File: config.mk
export PLATFORM = sky130hd
export DESIGN_NAME = binary_stl_deframer_unit_flat
export DESIGN_NICKNAME = d
export VERILOG_FILES = /design/src/hdl/bsd_pkg.sv /design/src/hdl/bsd_stream_if.sv /design/src/hdl/bsd_parser.sv /design/src/hdl/bsd_out_stage.sv /design/src/hdl/binary_stl_deframer_unit.sv /design/src/flat_wrapper.sv
export SDC_FILE = /design/constraint.sdc
export NUM_CORES = 1
export LEC_CHECK = 0
export ABC_CLOCK_PERIOD_IN_PS = 5900
export CORE_ASPECT_RATIO = 1.25
export CORE_MARGIN = 10
export CORE_UTILIZATION = 58
export CTS_CLUSTER_DIAMETER = 200
export DETAILED_ROUTE_END_ITERATION = 12
export DONT_BUFFER_PORTS = 1
export MAX_ROUTING_LAYER = met4
export PLACE_DENSITY = 0.82
export SETUP_SLACK_MARGIN = 0.3
export SLEW_MARGIN = 20
export SYNTH_ARGS = -nofsm -noshare
export SYNTH_HDL_FRONTEND = slang
export SYNTH_SLANG_ARGS = --single-unit
File: constraint.sdc
create_clock -name clk -period 5.9 [get_ports clk]
set_input_delay 0.885 -clock clk [delete_from_list [all_inputs] [get_ports clk]]
set_output_delay 0.885 -clock clk [all_outputs]
set_load 0.01 [all_outputs]
File: src/hdl/bsd_pkg.sv
// bsd_pkg: shared constants, codes and result type for the binary stl deframer
// no dependencies; used by every other file of the block but bsd_stream_if
package bsd_pkg;

  localparam int unsigned HEADER_BYTES   = 80;
  localparam int unsigned PREAMBLE_BYTES = 84;
  localparam int unsigned RECORD_BYTES   = 50;
  localparam int unsigned WORD_BYTES     = 48;

  typedef enum logic {
    KIND_WORD   = 1'b0,
    KIND_STATUS = 1'b1
  } kind_t;

  typedef enum logic [1:0] {
    STATUS_OK       = 2'd0,
    STATUS_SHORT    = 2'd1,
    STATUS_MISMATCH = 2'd2
  } status_t;

  typedef struct packed {
    kind_t       result_kind;
    logic [31:0] float_word;
    logic [3:0]  word_slot;
    logic [31:0] triangle_number;
    status_t     file_status;
  } result_t;

endpackage

File: src/hdl/bsd_stream_if.sv
// bsd_stream_if: valid/ready channels for input bytes and result words
// depends on nothing; payload widths fixed by the file format
interface bsd_in_if;
  logic       valid;
  logic       ready;
  logic [7:0] data_byte;
  logic       final_byte;

  modport source (output valid, data_byte, final_byte, input ready);
  modport sink (input valid, data_byte, final_byte, output ready);
endinterface

interface bsd_out_if;
  logic        valid;
  logic        ready;
  logic        result_kind;
  logic [31:0] float_word;
  logic [3:0]  word_slot;
  logic [31:0] triangle_number;
  logic [1:0]  file_status;

  modport source (output valid, result_kind, float_word, word_slot, triangle_number,
                  file_status, input ready);
  modport sink (input valid, result_kind, float_word, word_slot, triangle_number,
                file_status, output ready);
endinterface

File: src/hdl/bsd_parser.sv
// bsd_parser: header skip, count assembly, record walk and word assembly
// depends on bsd_pkg; one byte taken per accept, at most one result out
module bsd_parser (
  input  logic              clk,
  input  logic              rst,
  input  logic              accept,
  input  logic [7:0]        data_byte,
  input  logic              final_byte,
  output logic              res_valid,
  output bsd_pkg::result_t  res
);

  logic [6:0]  header_position, header_position_next;
  logic [31:0] declared_count, declared_count_next;
  logic [5:0]  record_position, record_position_next;
  logic [31:0] triangles_seen, triangles_seen_next;
  logic [23:0] partial_word, partial_word_next;
  logic        excess_seen, excess_seen_next;
  logic        word_hit;
  logic        below_count;

  always_ff @(posedge clk) begin
    if (rst) begin
      header_position <= '0;
      declared_count  <= '0;
      record_position <= '0;
      triangles_seen  <= '0;
      partial_word    <= '0;
      excess_seen     <= 1'b0;
    end else if (accept) begin
      header_position <= header_position_next;
      declared_count  <= declared_count_next;
      record_position <= record_position_next;
      triangles_seen  <= triangles_seen_next;
      partial_word    <= partial_word_next;
      excess_seen     <= excess_seen_next;
    end
  end

  always_comb begin
    header_position_next = header_position;
    declared_count_next  = declared_count;
    record_position_next = record_position;
    triangles_seen_next  = triangles_seen;
    partial_word_next    = partial_word;
    excess_seen_next     = excess_seen;
    word_hit             = 1'b0;
    below_count          = triangles_seen < declared_count;

    res.result_kind     = bsd_pkg::KIND_WORD;
    res.float_word      = {data_byte, partial_word};
    res.word_slot       = record_position[5:2];
    res.triangle_number = triangles_seen;
    res.file_status     = bsd_pkg::STATUS_OK;

    if (header_position < 7'(bsd_pkg::PREAMBLE_BYTES)) begin
      if (header_position >= 7'(bsd_pkg::HEADER_BYTES)) begin
        declared_count_next = declared_count
                              | (32'(data_byte) << {header_position[1:0], 3'b000});
      end
      header_position_next = header_position + 7'd1;
    end else begin
      if (record_position < 6'(bsd_pkg::WORD_BYTES)) begin
        case (record_position[1:0])
          2'd0: partial_word_next = {16'd0, data_byte};
          2'd1: partial_word_next = partial_word | {8'd0, data_byte, 8'd0};
          2'd2: partial_word_next = partial_word | {data_byte, 16'd0};
          default: word_hit = below_count;
        endcase
      end
      if (record_position >= 6'(bsd_pkg::RECORD_BYTES - 1)) begin
        if (below_count) begin
          triangles_seen_next = triangles_seen + 32'd1;
        end else begin
          excess_seen_next = 1'b1;
        end
        record_position_next = '0;
      end else begin
        record_position_next = record_position + 6'd1;
      end
    end

    res_valid = word_hit || final_byte;

    if (final_byte) begin
      res.result_kind     = bsd_pkg::KIND_STATUS;
      res.float_word      = '0;
      res.word_slot       = '0;
      res.triangle_number = '0;
      if (header_position_next < 7'(bsd_pkg::PREAMBLE_BYTES)) begin
        res.file_status = bsd_pkg::STATUS_SHORT;
      end else if (record_position_next == '0 && !excess_seen_next &&
                   triangles_seen_next == declared_count_next) begin
        res.file_status = bsd_pkg::STATUS_OK;
      end else begin
        res.file_status = bsd_pkg::STATUS_MISMATCH;
      end
      header_position_next = '0;
      declared_count_next  = '0;
      record_position_next = '0;
      triangles_seen_next  = '0;
      partial_word_next    = '0;
      excess_seen_next     = 1'b0;
    end
  end

endmodule

File: src/hdl/bsd_out_stage.sv
// bsd_out_stage: result register with a skid entry behind it
// depends on bsd_pkg and bsd_stream_if; drives the result channel
module bsd_out_stage (
  input  logic              clk,
  input  logic              rst,
  input  logic              push,
  input  bsd_pkg::result_t  res,
  output logic              ready_up,
  bsd_out_if.source         result_out
);

  logic             main_valid;
  logic             skid_valid;
  bsd_pkg::result_t main_data;
  bsd_pkg::result_t skid_data;
  logic             pop;

  assign pop      = main_valid && result_out.ready;
  assign ready_up = !skid_valid;

  always_ff @(posedge clk) begin
    if (rst) begin
      main_valid <= 1'b0;
      skid_valid <= 1'b0;
    end else if (!main_valid || pop) begin
      if (skid_valid) begin
        main_valid <= 1'b1;
        skid_valid <= 1'b0;
      end else begin
        main_valid <= push;
      end
    end else if (push) begin
      skid_valid <= 1'b1;
    end
  end

  always_ff @(posedge clk) begin
    if (!main_valid || pop) begin
      main_data <= skid_valid ? skid_data : res;
    end else if (push) begin
      skid_data <= res;
    end
  end

  assign result_out.valid           = main_valid;
  assign result_out.result_kind     = main_data.result_kind;
  assign result_out.float_word      = main_data.float_word;
  assign result_out.word_slot       = main_data.word_slot;
  assign result_out.triangle_number = main_data.triangle_number;
  assign result_out.file_status     = main_data.file_status;

endmodule

File: src/hdl/binary_stl_deframer_unit.sv
// binary_stl_deframer_unit: top level of the binary stl deframer
// depends on bsd_pkg, bsd_stream_if, bsd_parser and bsd_out_stage
//
// byte_in carries the file one byte per word, final_byte set on the last one.
// the 80-byte header is skipped, bytes 80..83 give the little-endian
// triangle count, and each 50-byte record yields twelve 32-bit words
// (normal xyz, then three vertices xyz) tagged with slot and triangle number.
// words of records beyond the declared count are dropped.
// on the final byte only a status word comes out (ok, too short, size
// mismatch) and the parser returns to the header state; earlier words of a
// bad file have already gone and must be discarded downstream.
// throughput: one byte per cycle while byte_in.ready is high, set by the combinational parser update.
// each result is registered before result_out, in the result register or, behind a stall, the skid entry.
// a stalled receiver holds the result register; one more result fits in
// the skid entry, after which byte_in.ready drops until the stall clears.
// rst (synchronous) empties both output entries and clears all parser state.
module binary_stl_deframer_unit (
  input  logic      clk,
  input  logic      rst,
  bsd_in_if.sink    byte_in,
  bsd_out_if.source result_out
);

  logic             accept;
  logic             res_valid;
  logic             ready_up;
  bsd_pkg::result_t res;

  assign byte_in.ready = ready_up;
  assign accept        = byte_in.valid && ready_up;

  bsd_parser u_parser (
    .clk        (clk),
    .rst        (rst),
    .accept     (accept),
    .data_byte  (byte_in.data_byte),
    .final_byte (byte_in.final_byte),
    .res_valid  (res_valid),
    .res        (res)
  );

  bsd_out_stage u_out_stage (
    .clk        (clk),
    .rst        (rst),
    .push       (accept && res_valid),
    .res        (res),
    .ready_up   (ready_up),
    .result_out (result_out)
  );

endmodule

File: src/flat_wrapper.sv
// flat-port wrapper written by rule: the top's interface ports become plain ports
module binary_stl_deframer_unit_flat 
  (clk, rst, byte_in_valid, byte_in_data_byte, byte_in_final_byte, byte_in_ready, result_out_valid, result_out_result_kind, result_out_float_word, result_out_word_slot, result_out_triangle_number, result_out_file_status, result_out_ready);
  bsd_in_if byte_in_i ();
  bsd_out_if result_out_i ();
  input  logic clk;
  input  logic rst;
  input wire logic [$bits(byte_in_i.valid)-1:0] byte_in_valid;
  input wire logic [$bits(byte_in_i.data_byte)-1:0] byte_in_data_byte;
  input wire logic [$bits(byte_in_i.final_byte)-1:0] byte_in_final_byte;
  output wire logic [$bits(byte_in_i.ready)-1:0] byte_in_ready;
  output wire logic [$bits(result_out_i.valid)-1:0] result_out_valid;
  output wire logic [$bits(result_out_i.result_kind)-1:0] result_out_result_kind;
  output wire logic [$bits(result_out_i.float_word)-1:0] result_out_float_word;
  output wire logic [$bits(result_out_i.word_slot)-1:0] result_out_word_slot;
  output wire logic [$bits(result_out_i.triangle_number)-1:0] result_out_triangle_number;
  output wire logic [$bits(result_out_i.file_status)-1:0] result_out_file_status;
  input wire logic [$bits(result_out_i.ready)-1:0] result_out_ready;
  assign byte_in_i.valid = byte_in_valid;
  assign byte_in_i.data_byte = byte_in_data_byte;
  assign byte_in_i.final_byte = byte_in_final_byte;
  assign byte_in_ready = byte_in_i.ready;
  assign result_out_valid = result_out_i.valid;
  assign result_out_result_kind = result_out_i.result_kind;
  assign result_out_float_word = result_out_i.float_word;
  assign result_out_word_slot = result_out_i.word_slot;
  assign result_out_triangle_number = result_out_i.triangle_number;
  assign result_out_file_status = result_out_i.file_status;
  assign result_out_i.ready = result_out_ready;
  binary_stl_deframer_unit u_core (.clk(clk), .rst(rst), .byte_in(byte_in_i), .result_out(result_out_i));
endmodule
* Yosys cells after proc, flatten, opt, wreduce, memory -nomap -nowiden
Index checks and enable logic that the tools add are counted.
** Word-level totals
- Register bits :: 246
- Input bits :: 13
- Output and inout bits :: 73
- Word-level logic and storage cells :: 82
** Cells by class
- $add $sub $neg :: 3
- Magnitude comparators :: 6
- Equality and inequality tests :: 4
- Shift operators :: 1
- Multiplexer cells :: 28
- Bitwise gates (word level) :: 4
- Reductions and logical operators :: 18
** Operators by type and width (count)
- 32-bit two-way mux :: 7
- 71-bit two-way mux :: 2
- 24-bit two-way mux :: 3
- 24-bit case mux with 3 select lines :: 1
- 32-bit by 1-bit adder with 32-bit output, second input constant :: 1
- 32-bit == test :: 1
- 32-bit less-than comparator :: 1
- 32-bit OR :: 1
- 8-bit by 5-bit left shift with 32-bit output :: 1
- 24-bit by 16-bit OR with 24-bit output :: 1
- 24-bit OR :: 1
- 6-bit two-way mux :: 3
- 7-bit less-than comparator, second input constant :: 2
- 7-bit two-way mux :: 2
- 1-bit two-way mux :: 8
- 7-bit by 1-bit adder with 7-bit output, second input constant :: 1
- 7-bit >= comparator, second input constant :: 1
- 6-bit by 1-bit adder with 6-bit output, second input constant :: 1
- 6-bit >= comparator, second input constant :: 1
- 6-bit logical NOT :: 1
- 6-bit less-than comparator, second input constant :: 1
- 1-bit logical AND :: 5
- 2-bit two-way mux :: 2
- 4-bit AND reduction :: 1
- other kinds (12) :: 15

* Depth between registers and ports, before layout
Gate-level depths: netlist (run 1).
- Word-level depth :: 11
- Depth in mapped cells :: 14
- Gate-level depth less buffers :: 12

* Hierarchy
Synthesis (run 1) repeated with hierarchy kept, for this count alone.
** Second synthesis, totals
- Cells, all modules :: 1174
- Area, all modules :: 12460.7 µm²
** Modules (own cells, without submodules)
- bsd_parser :: instances 1, cells each 942, area each 6906.6 µm², sequential area each 2042.0 µm²
- bsd_out_stage :: instances 1, cells each 230, area each 5541.6 µm², sequential area each 4304.1 µm²
- binary_stl_deframer_unit :: instances 1, cells each 2, area each 12.5 µm², sequential area each 0.0 µm²

* Worst setup path after synthesis (run 1)
Ideal clock, no wire load.
- Path type :: input to register
- From :: input result_out_ready
- To :: register u_core.u_out_stage.skid_data[0] in the netlist's numbering, enable pin
- Setup time :: 501 ps
- Data arrival time :: 5788 ps
- Required time :: 5399 ps
- Slack :: -389 ps
- Stages :: 2
- Path buffers :: 0
- Cell sequence :: nand2b_1 nor2_1
** Between the ends
- Cells in the longest elaborated chain, start to end :: 4
** Ends and longest elaborated chain
- from (decl) :: RTL line flat_wrapper.sv:18 : input wire logic [$bits(result_out_i.ready)-1:0] result_out_ready;
- 1-bit logical AND :: RTL line bsd_out_stage.sv:18 : assign pop = main_valid && result_out.ready;
- 1-bit logical OR :: RTL line bsd_out_stage.sv:38 : if (!main_valid || pop) begin
- 1-bit inverter (no line)
- 2-bit AND reduction (no line)
- to (signal assigned) :: RTL line bsd_out_stage.sv:41 : skid_data <= res;
- to (decl) :: RTL line bsd_out_stage.sv:15 : bsd_pkg::result_t skid_data;
No other way between the ends.
A chain may end at the register's enable or synchronous reset.

==> results of run 1 <==
-- power breakdown --
group	internal (mW)	switching, mW
combinational	0.0251	0.0608
sequential	1.84	0.0303
clock	0.880	0.660
-- logic make-up after synthesis --
group           count (synthesis)
buf+inv                       138
flops                         246
xor+xnor                       42
fa+ha+maj                      38
simple gates                  426
mux                            65
compound gates                286
-- synth_stat cells, drive strengths merged, types with 2 or more instances --
master / n
mux2i: 3
xnor2: 30
o221ai: 2
a2111oi: 2
o2bb2a: 2
a32oi: 2
nor2: 104
nand3: 58
a21boi: 2
a41oi: 7
xor2: 12
a22oi: 6
nand2b: 4
a221oi: 3
a31oi: 8
nand2: 80
o21a: 2
dfxtp: 104
o211ai: 3
or4: 5
and4: 4
a21oi: 150
a211oi: 10
nor4: 17
and2: 7
mux2: 62
or4b: 2
and3: 13
o21ai: 58
o31ai: 3
edfxtp: 142
buf: 23
or3: 14
ha: 38
clkbuf: 61
nor4b: 5
nor3: 28
o22ai: 4
o2111ai: 5
inv: 54
nand4: 15
nor2b: 63
a32o: 3
a21o: 6
-- state kept, by name, summed over array words and instances (netlist names), 2 cells and up --
signal	cells
u_core.u_parser.record_position	6
u_core.u_parser.triangles_seen	32
u_core.u_out_stage.result_out.file_status	2
u_core.u_out_stage.result_out.word_slot	4
u_core.u_out_stage.skid_data	71
u_core.u_parser.declared_count	32
u_core.u_parser.partial_word	24
u_core.u_out_stage.result_out.float_word	32
u_core.u_out_stage.result_out.triangle_number	32
u_core.u_parser.header_position	7
-- layout make-up --
cell class / count / area [sq um]
timing repair buffer: 10 / 87.6
sequential: 246 / 6350
clock inverter: 11 / 120
tap: 279 / 349
inverter: 54 / 203
multi-input combinational: 857 / 5680
fill: 1686 / 7950
clock buffer: 33 / 664
-- placed cells by master (no fill, tap or decap), types with 12 or more instances in the layout --
cell / instances
nor2b_1: 62
nand3_1: 58
nand2_1: 80
nor3_1: 26
dfxtp_1: 104
inv_1: 53
nor2_1: 103
nand4_1: 12
or3_1: 13
xor2_1: 12
mux2_2: 61
and3_1: 13
edfxtp_1: 142
a21oi_1: 149
nor4_1: 13
o21ai_0: 54
clkbuf_16: 24
xnor2_1: 30
ha_1: 38
-- worst min-delay path by stage --
stage                                                    to  slack (ns)
after floorplan            u_core.u_parser.partial_word[10]        0.43
after global placement     u_core.u_parser.partial_word[14]        0.44
after detailed placement    u_core.u_parser.partial_word[8]        0.45
after CTS                 u_core.u_parser.triangles_seen[8]        0.42
after global routing          u_core.u_out_stage.skid_valid        0.41
final                         u_core.u_out_stage.skid_valid        0.42
-- routing by layer --
metal | up-vias | track usage [%]
li1 | 4405 | -
met1 | 4533 | 27.6
met2 | 394 | 40.0
met3 | 126 | 4.12
met4 | 0 | 10.8
met5 | - | -
-- critical path, delay by kind of cell (launching register included) --
kind | cells | cell delay, ns
xor gates and xnor gates | 1 | 0.19
DFF | 1 | 0.57
and+or+nand+nor | 2 | 1.12
AOI/OAI and AO/OA | 7 | 1.63
adders and majority gates | 1 | 0.34
-- metrics by stage --
step / total power [mW] / instance area, sq um
after global placement: 1.99 / 12700
after CTS: 3.51 / 13400
after detailed placement: 2.00 / 12700
after floorplan: 1.98 / 12600
final: 3.50 / 13400
after global routing: 3.60 / 13400
==> results.yml, run 1 <==
synth:
  synth_xor_area_share_pct: 2.93
  synth.net_count: 1292
  synthSimpleGateAreaFrac_pct: 18.3
  synth_compound_area_share_pct: 14.2
  netlist_instances: 1241
  synthMuxAreaShare_pct: 5.79
  synth_warnings: 0
  synth-adder-area-share_pct: 3.78
  yosysTopAreaCellShare_pct: 33.9
  syn_area_per_cell_sq_um: 10.1
  ys_ff_latch: 246
  async_flop_share_pct: 0
  synth_seq_area_share_pct: 50.5
  synth_largest_area_cell: "edfxtp_1"
  ys.flop_type: "edfxtp_1"
  synth_top_family_by_area: "simple AND/OR/NAND/NOR gates"
  synth_edf_count: 142
  synth_area_leaders: "edfxtp_1, dfxtp_1, a21oi_1"
  synth_area_sq_um: 12600
  ys_types: 86
critical_path:
  crit_path_cell_trace: "ha_1 > a21oi_1 > o21ai_1 > a221oi_2 > o211ai_4 > a21o_1 > nor4_1 > xnor2_1 > o2111ai_1 > nor4_2 > a21boi_1"
  worst-r2r-setup-slack_ns: 1.77
  reg2reg_from: "u_core.u_parser.triangles_seen[23]"
  critPathSlowestCell: "nor4_1"
  reg2reg_depth: 11
  crit_end: "u_core.u_out_stage.skid_data[1]"
  arrival_ns: 4.39
  critPathLaunch: "u_core.u_parser.triangles_seen[23]"
  crit_required_ns: 6.16
  r2r_end: "u_core.u_out_stage.skid_data[1]"
  cpPeakStageDelay_ns: 0.76
  worst-setup-path-type: "register to register"
  cp-start-kind: "register"
  crit_path_end_kind: "register"
  cp_max_fo: 17
sta:
  tns_ns: 0
  slew_headroom_pct: 30.8
  fin_crit_sh_pct: 70.1
  final.setup.worst_slack_ns: 1.77
  hold_viol_final: 0
  hold_ws_ns: 0.424
  max_freq_mhz: 242
  min_period_ns: 4.13
  setup_viol: 0
  finalClockSkew_ns: 0.0131
  worst_pin_slew_ns: 1.03
  drv_slew: 0
  rsz0062_at_grt: "no"
routing:
  drt_wl_total_mm: 33.3
  vias: 9458
  highest-signal-layer: "met4"
  met3_length_mm: 2.21
  drc: 0
  postRouteAntennaNets: 0
  wl_met2_mm: 16.6
  wl_met1_mm: 12.8
  first_pass_iters: 5
  wl_per_cell_um: 22.3
  drt_iter0_markers: 877
  via_per_inst: 6.35
die:
  core-area_sq_um: 21400
  rows: 60
  initial_core_util_pct: 58.7
  die_area_sq_um: 28000
  die_h_um: 185
  die_x_um: 152
  io_pins: 86
worst_hold_path:
  hold_start: "rst"
  hp-class: "input pin to register"
  hold_path_depth: 1
clock_network:
  numCtsBuffers: 24
  postCtsSetupRepairBufs: 0
  cts_resized: 0
  clk_latency_ns: 0.53
  clk_pin_slew_ns: 0.07
  cts_root_buf: "clkbuf_16"
  cts_sinks: 246
  cts_buffer_depth: 3
  cts_tree: "built"
  cts_hold_buf: 0
  htreeDepth: 1
placed_design:
  post-dp-hpwl_mm: 22.5
  dp.cells: 1446
  dpl_worst_slack_ns: 1.83
  io_buffers: 0
  gp_congestion: 1.04
global_route:
  grt_pass1_wl_mm: 52.0
  gr-usage-all-layers_pct: 24.0
  grt_max_degree: 107
  antenna_found_initial: 0
  grt-ovfl-total: 0
  first_global_vias: 9290
run:
  cap_violations: 0
power:
  p_per_area_nw_per_um2: 260
  ir_worst_vdd_v: 0.000254
  leakagePower_nw: 4.85
cells_and_area:
  antenna_cells: 0
  synthToLayoutAreaGrowth_pct: 6.99
  final_util_pct: 62.8
  drive_gt1_share_pct: 11.6
  instances_no_fill: 1490
  nNetsFinal: 1244
outcome:
  status: "complete, no violations"
(Power assumes the default switching activity.)
==> run 2, diff against run 1 <==
--- a/config.mk
+++ b/config.mk
@@ -5,7 +5,7 @@
 export SDC_FILE = /design/constraint.sdc
 export NUM_CORES = 1
 export LEC_CHECK = 0
-export ABC_CLOCK_PERIOD_IN_PS = 5900
+export ABC_CLOCK_PERIOD_IN_PS = 3600
 export CORE_ASPECT_RATIO = 1.25
 export CORE_MARGIN = 10
 export CORE_UTILIZATION = 58
==> constraint.sdc (replaced) <==
create_clock -name clk -period 3.6 [get_ports clk]
set_input_delay 0.54 -clock clk [delete_from_list [all_inputs] [get_ports clk]]
set_output_delay 0.54 -clock clk [all_outputs]
set_load 0.01 [all_outputs]
==> run 2 against run 1 <==
Against the previous run: power grew 58%; worst hold slack lost 0.33 ns; die area is the same; critical path depth is the same; cell count grew 6.1%; non-clock buffer count grew 93; clock power grew 50%; sequential share of layout area shrank 3.4 points; sequential power grew 64%; global-route usage grew 2.0 points; fmax grew 24%; critical path type unchanged.
==> results.yml, run 2 (synthesis gave the netlist of run 1 again) <==
clock_network:
  clk_pin_slew_ns: 0.07
  cts_root_buf: "clkbuf_16"
  cts_hold_buf: 0
  cts_buffer_depth: 3
  htreeDepth: 1
  cts_sinks: 246
  cts_tree: "built"
  numCtsBuffers: 23
  clk_latency_ns: 0.53
routing:
  via_per_inst: 6.38
  first_pass_iters: 7
  vias: 10100
  wl_per_cell_um: 23.0
  drt_wl_total_mm: 36.3
  drc: 0
  postRouteAntennaNets: 0
  drt_iter0_markers: 1173
sta:
  hold_viol_final: 0
  tns_ns: 0
  slew_headroom_pct: 34.5
  drv_slew: 0
  fin_crit_sh_pct: 92.6
  finalClockSkew_ns: 0.0220
  min_period_ns: 3.33
  final.setup.worst_slack_ns: 0.267
  rsz0062_at_grt: "yes"
  worst_pin_slew_ns: 0.981
  setup_viol: 0
  max_freq_mhz: 300
cells_and_area:
  nNetsFinal: 1336
  final_util_pct: 67.9
  final_common_cell: "a21oi_1"
  instances_no_fill: 1581
  top_register: "u_core.u_out_stage.skid_data"
  stdcell_area_sq_um: 14500
  largest_register_ffs: 71
  final_cell_mix: "a21oi_1, edfxtp_1, nor2_1"
  drive_gt1_share_pct: 23.2
  synthToLayoutAreaGrowth_pct: 15.6
  antenna_cells: 0
placed_design:
  io_buffers: 0
  gp_congestion: 1.00
  place_area_sq_um: 13400
  dp.cells: 1526
  dpl_worst_slack_ns: -0.0694
  post-dp-hpwl_mm: 23.7
global_route:
  grt_max_degree: 107
  grt_pass1_wl_mm: 55.8
  gr-usage-all-layers_pct: 26.0
  antenna_found_initial: 0
  grt-ovfl-total: 0
  first_global_vias: 9926
die:
  initial_core_util_pct: 58.7
  rows: 60
  die_x_um: 152
  io_pins: 86
  core-area_sq_um: 21400
  die_h_um: 185
  die_area_sq_um: 28000
run:
  cap_violations: 0
critical_path:
  worst-setup-path-type: "register to register"
  crit_required_ns: 3.88
  crit_path_cell_trace: "inv_1 > ha_1 > nand4_1 > o41ai_4 > and2_4 > nor4_4 > buf_4 > a32o_1 > or4_4 > nor4_4 > a21oi_1"
  cpPeakStageDelay_ns: 0.58
  cp-start-kind: "register"
  critPathSlowestCell: "o41ai_4"
  crit_path_end_kind: "register"
  cp_max_fo: 5
  arrival_ns: 3.61
  crit_top_cell: "nor4_4"
power:
  p_per_area_nw_per_um2: 381
  leakagePower_nw: 5.41
  ir_worst_vdd_v: 0.000432
worst_hold_path:
  hp-class: "input pin to register"
outcome:
  status: "complete, no violations"
## run 2: changes by cell type in the layout (fill, tap and decap cells not counted), moves of 4 or more
cell	previous run	this run
ha_4	0	16
a21oi_2	0	4
dfxtp_2	0	16
a21oi_1	149	145
inv_1	53	44
nor4_1	13	7
nor4_4	2	7
ha_1	38	21
dfxtp_1	104	87
inv_2	1	10
buf_4	9	99
## run 2: per-layer routing
metal  share of wire [%]  GRT usage, %
met5                   0             -
met4                 4.0          10.4
met3                 8.5          4.64
met2                  49          42.8
met1                  38          30.8
## run 2: worst paths after layout
path | startpoint | to | slack [ns] | cells after the start
worst max-delay path | u_core.u_parser.declared_count[12] | u_core.u_out_stage.result_out.file_status[1] | 0.27 | 11
worst min-delay path | rst | u_core.u_parser.triangles_seen[3] | 0.09 | 1
worst max register to register | u_core.u_parser.declared_count[12] | u_core.u_out_stage.result_out.file_status[1] | 0.27 | 11
worst min register to register | u_core.u_parser.partial_word[16] | u_core.u_parser.partial_word[16] | 0.46 | 2
## run 2: what timing repair did
item                                    in CTS  in global routing
endpoints found under the setup margin       2                  4
pin swaps                                   30                  5
gates resized for setup                     57                 11
setup buffers                               12                  1
## run 2: critical path, delay by kind of cell, from the launching register on
kind	cells	cell delay, ns
AO/OA/AOI/OAI	3	0.89
AND/OR/NAND/NOR	5	1.38
adder cells (fa/ha/maj)	1	0.27
flip-flops	1	0.35
buffers and inverters	2	0.20
## run 2: through the flow
stage	power (mW)	hold WS (ns)
2_1_floorplan	3.25	0.429
3_3_place_gp	3.27	0.439
3_5_place_dp	3.28	0.446
4_1_cts	5.55	0.0792
5_1_grt	5.69	0.0736
6_report	5.53	0.0939
## run 2: final cells by class
cell class / instances / area [sq um]
clock buffers: 31 / 606
clock inverters: 11 / 81.3
fillers: 1560 / 6870
inverters: 54 / 203
multi-input cells: 857 / 6110
flip-flops and latches: 246 / 6370
well taps: 279 / 349
repair buffers: 103 / 815
## run 2: power by group
group | internal, mW | switching (mW)
logic | 0.0444 | 0.106
clock network | 1.25 | 1.06
registers | 3.02 | 0.0512
==> run 3, diff against run 2 <==
--- a/config.mk
+++ b/config.mk
@@ -5,6 +5,7 @@
 export SDC_FILE = /design/constraint.sdc
 export NUM_CORES = 1
 export LEC_CHECK = 0
+export ABC_AREA = 1
 export ABC_CLOCK_PERIOD_IN_PS = 3600
 export CORE_ASPECT_RATIO = 1.25
 export CORE_MARGIN = 10
==> run 3 against run 2 <==
Against the previous run: fmax is 7.5% higher; area after synthesis is 0.19% higher; first-iteration DRC count is 18% lower; worst hold slack worse by 0.0040 ns; utilization is 2.9 points lower; critical path type unchanged; largest cell class unchanged.
==> results.yml, run 3 <==
routing:
  drt_iter0_markers: 956
  drt_wl_total_mm: 37.2
  postRouteAntennaNets: 0
  vias: 11000
  first_pass_iters: 5
  via_per_inst: 5.70
  drc: 0
  wl_per_cell_um: 19.3
placed_design:
  post-dp-hpwl_mm: 26.1
  dpl_worst_slack_ns: 0.274
  gp_congestion: 0.964
  io_buffers: 0
  place_area_sq_um: 13000
global_route:
  grt_pass1_wl_mm: 57.9
  gr-usage-all-layers_pct: 26.9
  antenna_found_initial: 0
  first_global_vias: 10600
  grt-ovfl-total: 0
  grt_max_degree: 88
synth:
  ys_types: 43
  async_flop_share_pct: 0
  synth_area_leaders: "edfxtp_1, nand2_1, dfxtp_1"
  syn_area_per_cell_sq_um: 7.72
  synth_warnings: 0
  ys.flop_type: "edfxtp_1"
  yosysTopAreaCellShare_pct: 33.9
  synth_area_sq_um: 12600
  netlist_instances: 1630
  ys_top_cells_by_count: "nand2_1, inv_1, edfxtp_1"
  synth_seq_area_share_pct: 50.4
  synth_largest_area_cell: "edfxtp_1"
  synth.net_count: 1681
  synth_edf_count: 142
  yosysMostFrequentCell: "nand2_1"
  ys_ff_latch: 246
power:
  p_per_area_nw_per_um2: 422
  leakagePower_nw: 5.80
  finalPower_mw: 5.88
  ir_worst_vdd_v: 0.000419
run:
  cap_violations: 0
critical_path:
  crit_path_end_kind: "register"
  critPathLaunch: "u_core.u_parser.declared_count[15]"
  reg2reg_depth: 15
  crit_required_ns: 3.76
  cp_max_fo: 31
  worst-setup-path-type: "register to register"
  worst-r2r-setup-slack_ns: 0.50
  reg2reg_from: "u_core.u_parser.declared_count[15]"
  r2r_end: "u_core.u_out_stage.skid_data[6]"
  crit_end: "u_core.u_out_stage.skid_data[6]"
  cp-start-kind: "register"
  arrival_ns: 3.26
die:
  io_pins: 86
  initial_core_util_pct: 58.6
  rows: 60
  core-area_sq_um: 21500
  die_area_sq_um: 28000
  die_x_um: 152
  die_h_um: 185
sta:
  rsz0062_at_grt: "no"
  worst_pin_slew_ns: 0.988
  drv_slew: 0
  max_freq_mhz: 322
  slew_headroom_pct: 34.1
  final.setup.worst_slack_ns: 0.498
  hold_viol_final: 0
  setup_viol: 0
  hold_ws_ns: 0.0900
  finalClockSkew_ns: 0.0180
  fin_crit_sh_pct: 86.2
  min_period_ns: 3.10
  tns_ns: 0
clock_network:
  htreeDepth: 1
  cts_buffer_depth: 3
  cts_sinks: 246
  cts_tree: "built"
  cts_hold_buf: 0
  clk_latency_ns: 0.53
  numCtsBuffers: 24
  cts_root_buf: "clkbuf_16"
  clk_pin_slew_ns: 0.07
cells_and_area:
  final_common_cell: "nand2_1"
  nNetsFinal: 1684
  top_register: "u_core.u_out_stage.skid_data"
  stdcell_area_sq_um: 14000
  antenna_cells: 0
  final_cell_mix: "nand2_1, inv_1, edfxtp_1"
  drive_gt1_share_pct: 7.87
  largest_register_ffs: 71
  synthToLayoutAreaGrowth_pct: 10.8
outcome:
  status: "complete, no violations"
worst_hold_path:
  hp-class: "input pin to register"
run 3: changes by cell type in the layout (fill, tap and decap cells not counted), moves of 32 or more:
cell,change
a211oi_1,+32
a21oi_1,-65
buf_4,-64
inv_1,+151
mux2_2,-61
nand2_1,+504
nand3_1,+67
nor2b_1,-62
run 3: repair_timing:
item                       4_1_cts  5_1_grt
resized for setup                1       34
buffers inserted                 0        2
pin swaps                        0        4
setup endpoints to repair        2       29
run 3: cell type report:
| type | instances | area [sq um] |
|---|---|---|
| tap | 279 | 349 |
| timing repair buffer | 38 | 313 |
| inverter | 204 | 767 |
| sequential | 246 | 6350 |
| clock buffer | 29 | 641 |
| clock inverter | 15 | 181 |
| fill | 1815 | 7510 |
| multi-input combinational | 1119 | 5350 |
run 3: layer usage:
metal  wire length (um)  vias up  share of wire (%)  GRT usage [%]
met2              18600      470                 50           45.1
li1                   -     5284                  -              -
met1              14800     5166                 40           32.7
met4               1080        0                2.9           8.29
met3               2710       77                7.3           3.88
met5                  0        -                  0              -
run 3: worst min path at each step:
stage / startpoint / end / slack [ns] / cells past startpoint
2_1_floorplan: u_core.u_parser.partial_word[16] / u_core.u_parser.partial_word[16] / 0.43 / 2
3_3_place_gp: u_core.u_parser.partial_word[22] / u_core.u_parser.partial_word[22] / 0.44 / 2
3_5_place_dp: u_core.u_parser.partial_word[8] / u_core.u_parser.partial_word[8] / 0.45 / 2
4_1_cts: rst / u_core.u_parser.triangles_seen[21] / 0.08 / 1
5_1_grt: rst / u_core.u_parser.triangles_seen[27] / 0.07 / 1
6_report: rst / u_core.u_parser.record_position[3] / 0.09 / 1
run 3: critical path, cell delays in order (launching register included):
cell	delay (ns)
dfxtp_1	0.39
inv_1	0.06
ha_1	0.31
nand2_1	0.08
inv_1	0.04
nand3_1	0.09
inv_1	0.05
a21oi_1	0.17
nand2_2	0.13
nand2_2	0.11
buf_4	0.23
nand2_1	0.14
o21ai_0	0.16
nand2_1	0.14
nor2_4	0.17
buf_4	0.41
run 3: logic make-up after synthesis:
logic type / synth area share (%)
DFF: 50.4
xor gates and xnor gates: 0.278
and+or+nand+nor: 30.1
adders and majority gates: 3.78
buffers and inverters: 8.04
AOI/OAI and AO/OA: 7.45
run 3: stage by stage:
stage               util (%)  std cells
CTS                     64.4       1928
floorplan                  -       1630
global route            65.0       1930
finish                  65.0       1930
global placement        60.5       1884
detailed placement      60.5       1884
run 3: where the power goes:
| part | internal (mW) | leakage, nW | switching, mW |
|---|---|---|---|
| clock network | 1.56 | 0.402 | 1.09 |
| registers | 3.03 | 2.34 | 0.0520 |
| logic | 0.0322 | 3.06 | 0.119 |
